[config.mk]
export PLATFORM = sky130hd
export DESIGN_NAME = trf_edge_setup
export DESIGN_NICKNAME = d
export VERILOG_FILES = /design/src/hw/rtl/trf_pkg.sv /design/src/hw/rtl/trf_edge_setup.sv
export SDC_FILE = /design/constraint.sdc
export NUM_CORES = 1
export LEC_CHECK = 0
export BUFFER_PORTS_ARGS = -buffer_cell sky130_fd_sc_hd__buf_2
export CORE_MARGIN = 4
export CORE_UTILIZATION = 50
export CTS_BUF_LIST = sky130_fd_sc_hd__clkbuf_8
export DETAILED_ROUTE_END_ITERATION = 10
export GPL_TIMING_DRIVEN = 1
export HOLD_SLACK_MARGIN = 0.15
export PLACE_DENSITY_LB_ADDON = 0.05
export SYNTH_ARGS = -nofsm -noshare
export SYNTH_HDL_FRONTEND = slang
export SYNTH_SLANG_ARGS = --single-unit
[constraint.sdc]
create_clock -name clk_i -period 8.1 [get_ports clk_i]
set_clock_uncertainty 0.05 [all_clocks]
set_input_delay 0.405 -clock clk_i [delete_from_list [all_inputs] [get_ports clk_i]]
set_output_delay 0.405 -clock clk_i [all_outputs]
set_load 0.02 [all_outputs]
[src/hw/rtl/trf_pkg.sv]
`default_nettype none
// ----------------------------------------------------------------------------
// Triangle raster fill package
// Shared types and constants of the triangle fill block.
// ----------------------------------------------------------------------------
package trf_pkg;

  localparam int MaxWidth  = 64;
  localparam int MaxHeight = 64;
  localparam int XW        = $clog2(MaxWidth);
  localparam int YW        = $clog2(MaxHeight);
  localparam int AddrW     = XW + YW;
  localparam int Depth     = MaxWidth * MaxHeight;

  localparam int CoordW = 12;
  localparam int DiffW  = CoordW + 1;
  localparam int ProdW  = 2 * DiffW;
  localparam int EdgeW  = ProdW + 2;
  localparam int SizeW  = 7;
  localparam int CountW = 13;
  localparam int ColorW = 32;
  localparam int PosW   = 6;

  typedef enum logic [1:0] {
    OP_DRAW  = 2'd0,
    OP_READ  = 2'd1,
    OP_CLEAR = 2'd2
  } trf_op_e;

  typedef enum logic {
    REG_WIDTH  = 1'b0,
    REG_HEIGHT = 1'b1
  } trf_reg_e;

  typedef enum logic [2:0] {
    ST_INIT,
    ST_IDLE,
    ST_BOX,
    ST_SETUP,
    ST_RASTER,
    ST_CLEAR,
    ST_READ,
    ST_READ_DATA
  } trf_state_e;

  typedef struct packed {
    logic [1:0]               op;
    logic signed [CoordW-1:0] v0_x;
    logic signed [CoordW-1:0] v0_y;
    logic signed [CoordW-1:0] v1_x;
    logic signed [CoordW-1:0] v1_y;
    logic signed [CoordW-1:0] v2_x;
    logic signed [CoordW-1:0] v2_y;
    logic [ColorW-1:0]        fill_color;
    logic [PosW-1:0]          read_x;
    logic [PosW-1:0]          read_y;
  } trf_item_t;

  typedef struct packed {
    logic [ColorW-1:0] read_value;
    logic [CountW-1:0] pixels_written;
    logic              degenerate;
  } trf_result_t;

  // Signed area and the edge functions e0, e1 and e2 at the box origin.
  typedef struct packed {
    logic signed [EdgeW-1:0] area;
    logic signed [EdgeW-1:0] e0;
    logic signed [EdgeW-1:0] e1;
    logic signed [EdgeW-1:0] e2;
  } trf_edges_t;

endpackage
`default_nettype wire

[src/hw/rtl/trf_edge_setup.sv]
`default_nettype none
// ----------------------------------------------------------------------------
// Edge setup unit
// Computes the signed area and the edge functions e0, e1 and e2 at the box
// origin with one shared multiplier, one product per cycle.
// ----------------------------------------------------------------------------
module trf_edge_setup import trf_pkg::*; (
  input  wire logic            clk_i,
  input  wire logic            rst_ni,
  input  wire logic            go_i,
  input  wire trf_item_t       item_i,
  input  wire logic [XW-1:0]   org_x_i,
  input  wire logic [YW-1:0]   org_y_i,
  output logic                 done_o,
  output trf_edges_t           edges_o
);

  logic                    run_q, run_d;
  logic [2:0]              step_q, step_d;
  logic                    pvalid_q;
  logic [2:0]              pstep_q;
  logic signed [ProdW-1:0] prod_q;
  logic signed [EdgeW-1:0] acc_q [4];
  logic                    done_q;

  logic signed [DiffW-1:0] x0, y0, x1, y1, x2, y2, px, py;
  logic signed [DiffW-1:0] op_a, op_b;

  assign x0 = DiffW'(item_i.v0_x);
  assign y0 = DiffW'(item_i.v0_y);
  assign x1 = DiffW'(item_i.v1_x);
  assign y1 = DiffW'(item_i.v1_y);
  assign x2 = DiffW'(item_i.v2_x);
  assign y2 = DiffW'(item_i.v2_y);
  assign px = $signed({{(DiffW-XW){1'b0}}, org_x_i});
  assign py = $signed({{(DiffW-YW){1'b0}}, org_y_i});

  // Even steps give the first product of a pair, odd steps the subtracted one.
  always_comb begin
    case (step_q)
      3'd0:    begin op_a = x1 - x0; op_b = y2 - y0; end
      3'd1:    begin op_a = y1 - y0; op_b = x2 - x0; end
      3'd2:    begin op_a = x2 - x1; op_b = py - y1; end
      3'd3:    begin op_a = y2 - y1; op_b = px - x1; end
      3'd4:    begin op_a = x0 - x2; op_b = py - y2; end
      3'd5:    begin op_a = y0 - y2; op_b = px - x2; end
      3'd6:    begin op_a = x1 - x0; op_b = py - y0; end
      default: begin op_a = y1 - y0; op_b = px - x0; end
    endcase
  end

  always_comb begin
    run_d  = run_q;
    step_d = step_q;
    if (go_i) begin
      run_d  = 1'b1;
      step_d = '0;
    end else if (run_q) begin
      step_d = step_q + 3'd1;
      if (step_q == 3'd7) begin
        run_d = 1'b0;
      end
    end
  end

  always_ff @(posedge clk_i or negedge rst_ni) begin
    if (!rst_ni) begin
      run_q    <= 1'b0;
      step_q   <= '0;
      pvalid_q <= 1'b0;
      pstep_q  <= '0;
      done_q   <= 1'b0;
    end else begin
      run_q    <= run_d;
      step_q   <= step_d;
      pvalid_q <= run_q;
      pstep_q  <= step_q;
      done_q   <= pvalid_q && (pstep_q == 3'd7);
    end
  end

  always_ff @(posedge clk_i) begin
    prod_q <= op_a * op_b;
    if (pvalid_q) begin
      if (!pstep_q[0]) begin
        acc_q[pstep_q[2:1]] <= EdgeW'(prod_q);
      end else begin
        acc_q[pstep_q[2:1]] <= acc_q[pstep_q[2:1]] - EdgeW'(prod_q);
      end
    end
  end

  assign done_o        = done_q;
  assign edges_o.area  = acc_q[0];
  assign edges_o.e0    = acc_q[1];
  assign edges_o.e1    = acc_q[2];
  assign edges_o.e2    = acc_q[3];

endmodule
`default_nettype wire

==> metrics, run 1 <==
#FFs+latches synth=147; Distinct cells, synth=89; startpoint types=flip-flop; fin cells=2,996; cell count after synthesis=2,068; Syn Std Cell Area=19,200 µm²; H-tree depth=4; drt pass-1 iters=5; GRT Util Overall=0.291; post-DR vias/cell=5.63; die height=204 µm; Max Slew Vio Count=0; Tmin final=8.01 ns; f_max=125 MHz; FFs w/ async S/R, synth=0.0612; crit path kind=reg2reg; CP most frequent cell=fa_1; Avg Inst Size Synth=9.29 µm²; slowest stage cell, crit path=fa_1; DP Area=22,500 µm²; GR Overflow Total=0; initial antenna violation count=1; first-pass GRT wire length=94,900 µm; final worst-path cycle share=0.989; dpl ws=-0.401 ns; remaining antenna violation count after routing=0; ys flop type=edfxtp_1; area leader, netlist=fa_1; # diodes=0; Critical Path RT=8.38 ns; total number of yosys warnings=0; Area growth syn-to-layout=22.3%; top cell type's share of synthesized area=0.180; hold crit path type=in2async; count leader, synth=inv_1; CP peak stage delay=0.53 ns; GPL Wtd Cong=1.01; Slew HR=0.443; largest net degree at the start of global routing=53; Worst Slack Setup Final=0.0911 ns; CP max FO=4; routed wire length=60,500 µm; Synth top cells by count=inv_1 (290), ha_1 (208), nand2_1 (186); CTS Sinks=147; DIE WIDTH=204 µm; worst-skew pair later-pin latency=0.44 ns; number of port buffers=199; post-route cell area=23,500 µm²; vias in the first global route=17.4k; I/O Pins=246; WL/cell=20.2 µm; Worst-path clk slew=0.09 ns; Final nets=2,987; Net Count, Synth=2,582; ratio of cells with drive above 1 in the final layout=0.248; core area=37,800 µm²; RSZ-0062 raised after global routing=true; total of fill cells in the finished design=3,273; CTS tree=done; Multi-input gate area=14,200 µm²; row cnt=71; placed wire-length estimate=50,500 µm; Seq/Total Area, Yosys=0.214; crit path DAT=8.29 ns; Max Cap Viol=0; starting density of the core=0.509; drt drc=0; die area=41,600 µm²; Worst Max-Slew Pin Slew=0.825 ns; Clock Path Buffers=2; R2R depth=33; Reg area=4110 µm²; Initial DRC Count=1,027; synth top area cells=fa_1 (18%), edfxtp_1 (18%), ha_1 (14%); CP Capture Type=flip-flop; Vias=16.9k; total CTS buffers=17; status=finished, final reports clean; root buf cell=clkbuf_8; hold_ws=0.284 ns; dpl cells=2,950; final setup fails=0; Final Hold Violating Endpoints=0; Post-synth EDFFs=112
[worst max-delay path, delay by kind of cell, from the launching register on]
kind	cells	cell delay (ns)
adder cells (fa/ha/maj)	9	3.69
flip-flops	1	0.45
XOR/XNOR	2	0.28
AO/OA/AOI/OAI	9	1.83
buffers and inverters	6	0.54
AND/OR/NAND/NOR	6	0.73
multiplexers	1	0.29
[kinds of logic (layout without fill, tap and decap cells)]
family | count (synthesis) | in the layout | synth area share
compound gates | 493 | 493 | 0.173
xor+xnor | 119 | 119 | 0.0543
fa+ha+maj | 381 | 381 | 0.316
buf+inv | 368 | 785 | 0.0730
flops | 147 | 147 | 0.214
mux | 35 | 35 | 0.0366
simple gates | 525 | 525 | 0.134
[flip-flops by register name (all words and copies together) (netlist names)]
name,flops
acc_q,112
pvalid_q,1
run_q,1
step_q,3
prod_q,26
done_o,1
pstep_q,3
[metrics by stage]
| stage | util | setup TNS [ns] |
|---|---|---|
| 2_1_floorplan | - | 0 |
| 3_3_place_gp | 0.597 | -0.409 |
| 3_5_place_dp | 0.597 | -1.68 |
| 4_1_cts | 0.611 | 0 |
| 5_1_grt | 0.622 | -0.477 |
| 6_report | 0.622 | 0 |
[repair_timing]
item | in CTS | in global routing
setup buffers | 4 | 10
resized for setup | 17 | 76
pin swaps | 10 | 58
hold buffers | 2 | 0
setup endpoints to repair | 10 | 11
hold endpoints to repair | 13 | 0
[routing by layer]
| layer | wire [µm] | share of wire | global-route usage |
|---|---|---|---|
| met1 | 26000 | 0.43 | 0.391 |
| met2 | 29300 | 0.48 | 0.496 |
| met3 | 3170 | 0.052 | 0.0282 |
| met4 | 2050 | 0.034 | 0.0981 |
| met5 | 0 | 0 | 0 |
[final cells by class]
type                    count  area share
clock buffers              17     0.00996
clock inverters            14     0.00607
inverters                 292      0.0469
multi-input cells        1553       0.603
flip-flops and latches    147       0.175
well taps                 511      0.0272
repair buffers            462       0.131
[final timing paths]
check | start | end | slack, ns
min in group clk_i | pstep_q[0]$_DFF_PN0_ | done_o$_DFF_PN0_ | 0.48
worst min register to register | pstep_q[0]$_DFF_PN0_ | done_o$_DFF_PN0_ | 0.48
worst max register to register | step_q[0]$_DFFE_PN0P_ | prod_q[24]$_DFF_P_ | 0.09
worst min-delay path | rst_ni | run_q$_DFF_PN0_ | 0.28
max in group asynchronous | rst_ni | step_q[0]$_DFFE_PN0P_ | 7.52
worst max-delay path | step_q[0]$_DFFE_PN0P_ | prod_q[24]$_DFF_P_ | 0.09
[layout by cell type (no fill, tap or decap), types with 40 or more instances in the layout]
cell,instances
ha_1,197
nor2_1,101
edfxtp_1,112
a21oi_1,99
buf_2,199
nand2_1,183
buf_4,251
and2_1,41
inv_1,287
xnor2_1,80
a21o_1,40
fa_1,169
nor2b_1,40
o21ai_0,76
Power of run 1 is not shown: default switching activity piles up to over one toggle a cycle in this logic, so the estimate is an artifact.
==> run 2, diff against run 1 <==
--- a/config.mk
+++ b/config.mk
@@ -13,6 +13,7 @@
 export GPL_TIMING_DRIVEN = 1
 export HOLD_SLACK_MARGIN = 0.15
 export PLACE_DENSITY_LB_ADDON = 0.05
+export SETUP_SLACK_MARGIN = 0.2
 export SYNTH_ARGS = -nofsm -noshare
 export SYNTH_HDL_FRONTEND = slang
 export SYNTH_SLANG_ARGS = --single-unit
==> run 2 against run 1 <==
Compared with the run above:
- highest routed layer unchanged
- sequential share of layout area grew 0.11 points
- via count shrank 0.75%
- critical path depth grew 2
- critical path type unchanged
==> metrics, run 2 (synthesis gave the netlist of run 1 again) <==
Tmin final=8.09 ns (was 8.01 ns); drt drc=0 (unchanged); Final Hold Violating Endpoints=0 (unchanged); CP max FO=9 (was 4); Final nets=2,935 (was 2,987); die area=41,600 µm² (unchanged); core area=37,800 µm² (unchanged); placed wire-length estimate=49,100 µm (was 50,500 µm); Slew HR=0.278 (was 0.443); most frequent cells in the layout=inv_1 (282), buf_2 (199), buf_4 (199), ha_1 (184), nand2_1 (181) (was inv_1 (287), buf_4 (251), buf_2 (199), ha_1 (197), nand2_1 (183)); largest net degree at the start of global routing=53 (unchanged); Worst-path clk slew=0.09 ns (about the same); GPL Wtd Cong=0.998 (was 1.01); starting density of the core=0.509 (unchanged); I/O Pins=246 (unchanged); row cnt=71 (unchanged); GRT Util Overall=0.283 (was 0.291); max reg flops=112 (unchanged); Vias=16.7k (was 16.9k); met1 usage=0.375 (was 0.391); remaining antenna violation count after routing=0 (unchanged); total of fill cells in the finished design=3,266 (was 3,273); status=finished, final reports clean (unchanged); initial antenna violation count=0 (was 1); CP Capture Type=flip-flop (unchanged); M2 GR Usage=0.489 (was 0.496); R2R depth=35 (was 33); f_max=124 MHz (was 125 MHz); DIE WIDTH=204 µm (unchanged); final worst-path cycle share=0.998 (was 0.989); Max Slew Vio Count=0 (unchanged); most common cell after layout, fill and taps aside=inv_1 (unchanged); most crowded layer after global routing=met2 (unchanged); root buf cell=clkbuf_8 (unchanged); CP peak stage delay=0.55 ns (was 0.53 ns); Multi-input gate area=14,400 µm² (was 14,200 µm²); setup_tns=0 ns (unchanged); drt pass-1 iters=5 (unchanged); Final Core Density=0.618 (was 0.622); # diodes=0 (unchanged); die height=204 µm (unchanged); worst-skew pair later-pin latency=0.44 ns (about the same); ratio of cells with drive above 1 in the final layout=0.250 (was 0.248); Initial DRC Count=1,008 (was 1,027); final setup fails=0 (unchanged); Reg area=4110 µm² (unchanged); dpl ws=-0.252 ns (was -0.401 ns); met3 Use GR=0.0271 (was 0.0282); vias in the first global route=17.2k (was 17.4k); slowest stage cell, crit path=fa_1 (unchanged); Clock Path Buffers=2 (unchanged); Worst Max-Slew Pin Slew=1.08 ns (was 0.825 ns); routed wire length=59,500 µm (was 60,500 µm); Critical Path RT=8.39 ns (was 8.38 ns); post-DR vias/cell=5.69 (was 5.63); GR Overflow Total=0 (unchanged); Area growth syn-to-layout=21.5% (was 22.3%); crit path DAT=8.37 ns (was 8.29 ns); total CTS buffers=17 (unchanged); CP most frequent cell=fa_1 (unchanged); CTS Sinks=147 (unchanged); Max Cap Viol=0 (unchanged); hold crit path type=in2async (unchanged); Worst Slack Setup Final=0.0145 ns (was 0.0911 ns); H-tree depth=4 (unchanged); RSZ-0062 raised after global routing=true (unchanged); number of port buffers=199 (unchanged); crit path kind=reg2reg (unchanged); WL/cell=20.2 µm (about the same); CTS tree=done (unchanged); startpoint types=flip-flop (unchanged); first-pass GRT wire length=93,300 µm (was 94,900 µm)
## run 2: cell types whose count changed in the layout (fill, tap and decap cells not counted), sizes merged
cell	delta
buf	-52
inv	+1
## run 2: worst paths after layout
kind | startpoint | end | slack, ns
max reg2reg | step_q[1]$_DFFE_PN0P_ | prod_q[24]$_DFF_P_ | 0.01
min reg2reg | pstep_q[0]$_DFF_PN0_ | done_o$_DFF_PN0_ | 0.47
min in group clk_i | pstep_q[0]$_DFF_PN0_ | done_o$_DFF_PN0_ | 0.47
max | step_q[1]$_DFFE_PN0P_ | prod_q[24]$_DFF_P_ | 0.01
min | rst_ni | step_q[1]$_DFFE_PN0P_ | 0.28
max in group asynchronous | rst_ni | pstep_q[1]$_DFF_PN0_ | 7.50
## run 2: through the flow
step	instance area [µm²]	hold WS, ns	instances
2_1_floorplan	19400	0.0594	2068
3_3_place_gp	22100	0.217	2889
3_5_place_dp	22100	0.224	2889
4_1_cts	22900	0.257	2936
5_1_grt	23300	0.291	2945
6_report	23300	0.283	2945
## run 2: timing repair
| item | CTS | global route |
|---|---|---|
| resized for setup | 53 | 75 |
| setup endpoints to repair | 10 | 12 |
| hold buffers | 2 | 0 |
| endpoints found under the hold margin | 13 | 0 |
| pin swaps | 42 | 38 |
| setup buffers | 13 | 9 |
## run 2: cell type report
| class | count | area share |
|---|---|---|
| inverters | 292 | 0.0478 |
| well taps | 511 | 0.0274 |
| repair buffers | 410 | 0.114 |
| clock buffers | 17 | 0.0100 |
| multi-input cells | 1553 | 0.618 |
| clock inverters | 15 | 0.00675 |
| flip-flops and latches | 147 | 0.176 |
## run 2: worst max-delay path: cells and delay by family (launching register included)
| kind | cells | cell delay, ns |
|---|---|---|
| adder cells (fa/ha/maj) | 9 | 3.66 |
| AO/OA/AOI/OAI | 10 | 1.97 |
| buffers and inverters | 7 | 0.78 |
| AND/OR/NAND/NOR | 7 | 0.78 |
| flip-flops | 1 | 0.42 |
| XOR/XNOR | 2 | 0.28 |
## run 2: per-layer routing
metal / share of wire / vias to the layer above
met2: 0.48 / 591
met3: 0.058 / 96
met5: 0 / -
met4: 0.033 / 0
met1: 0.42 / 8178
li1: - / 7880
Power of run 2 is left out for the same reason.
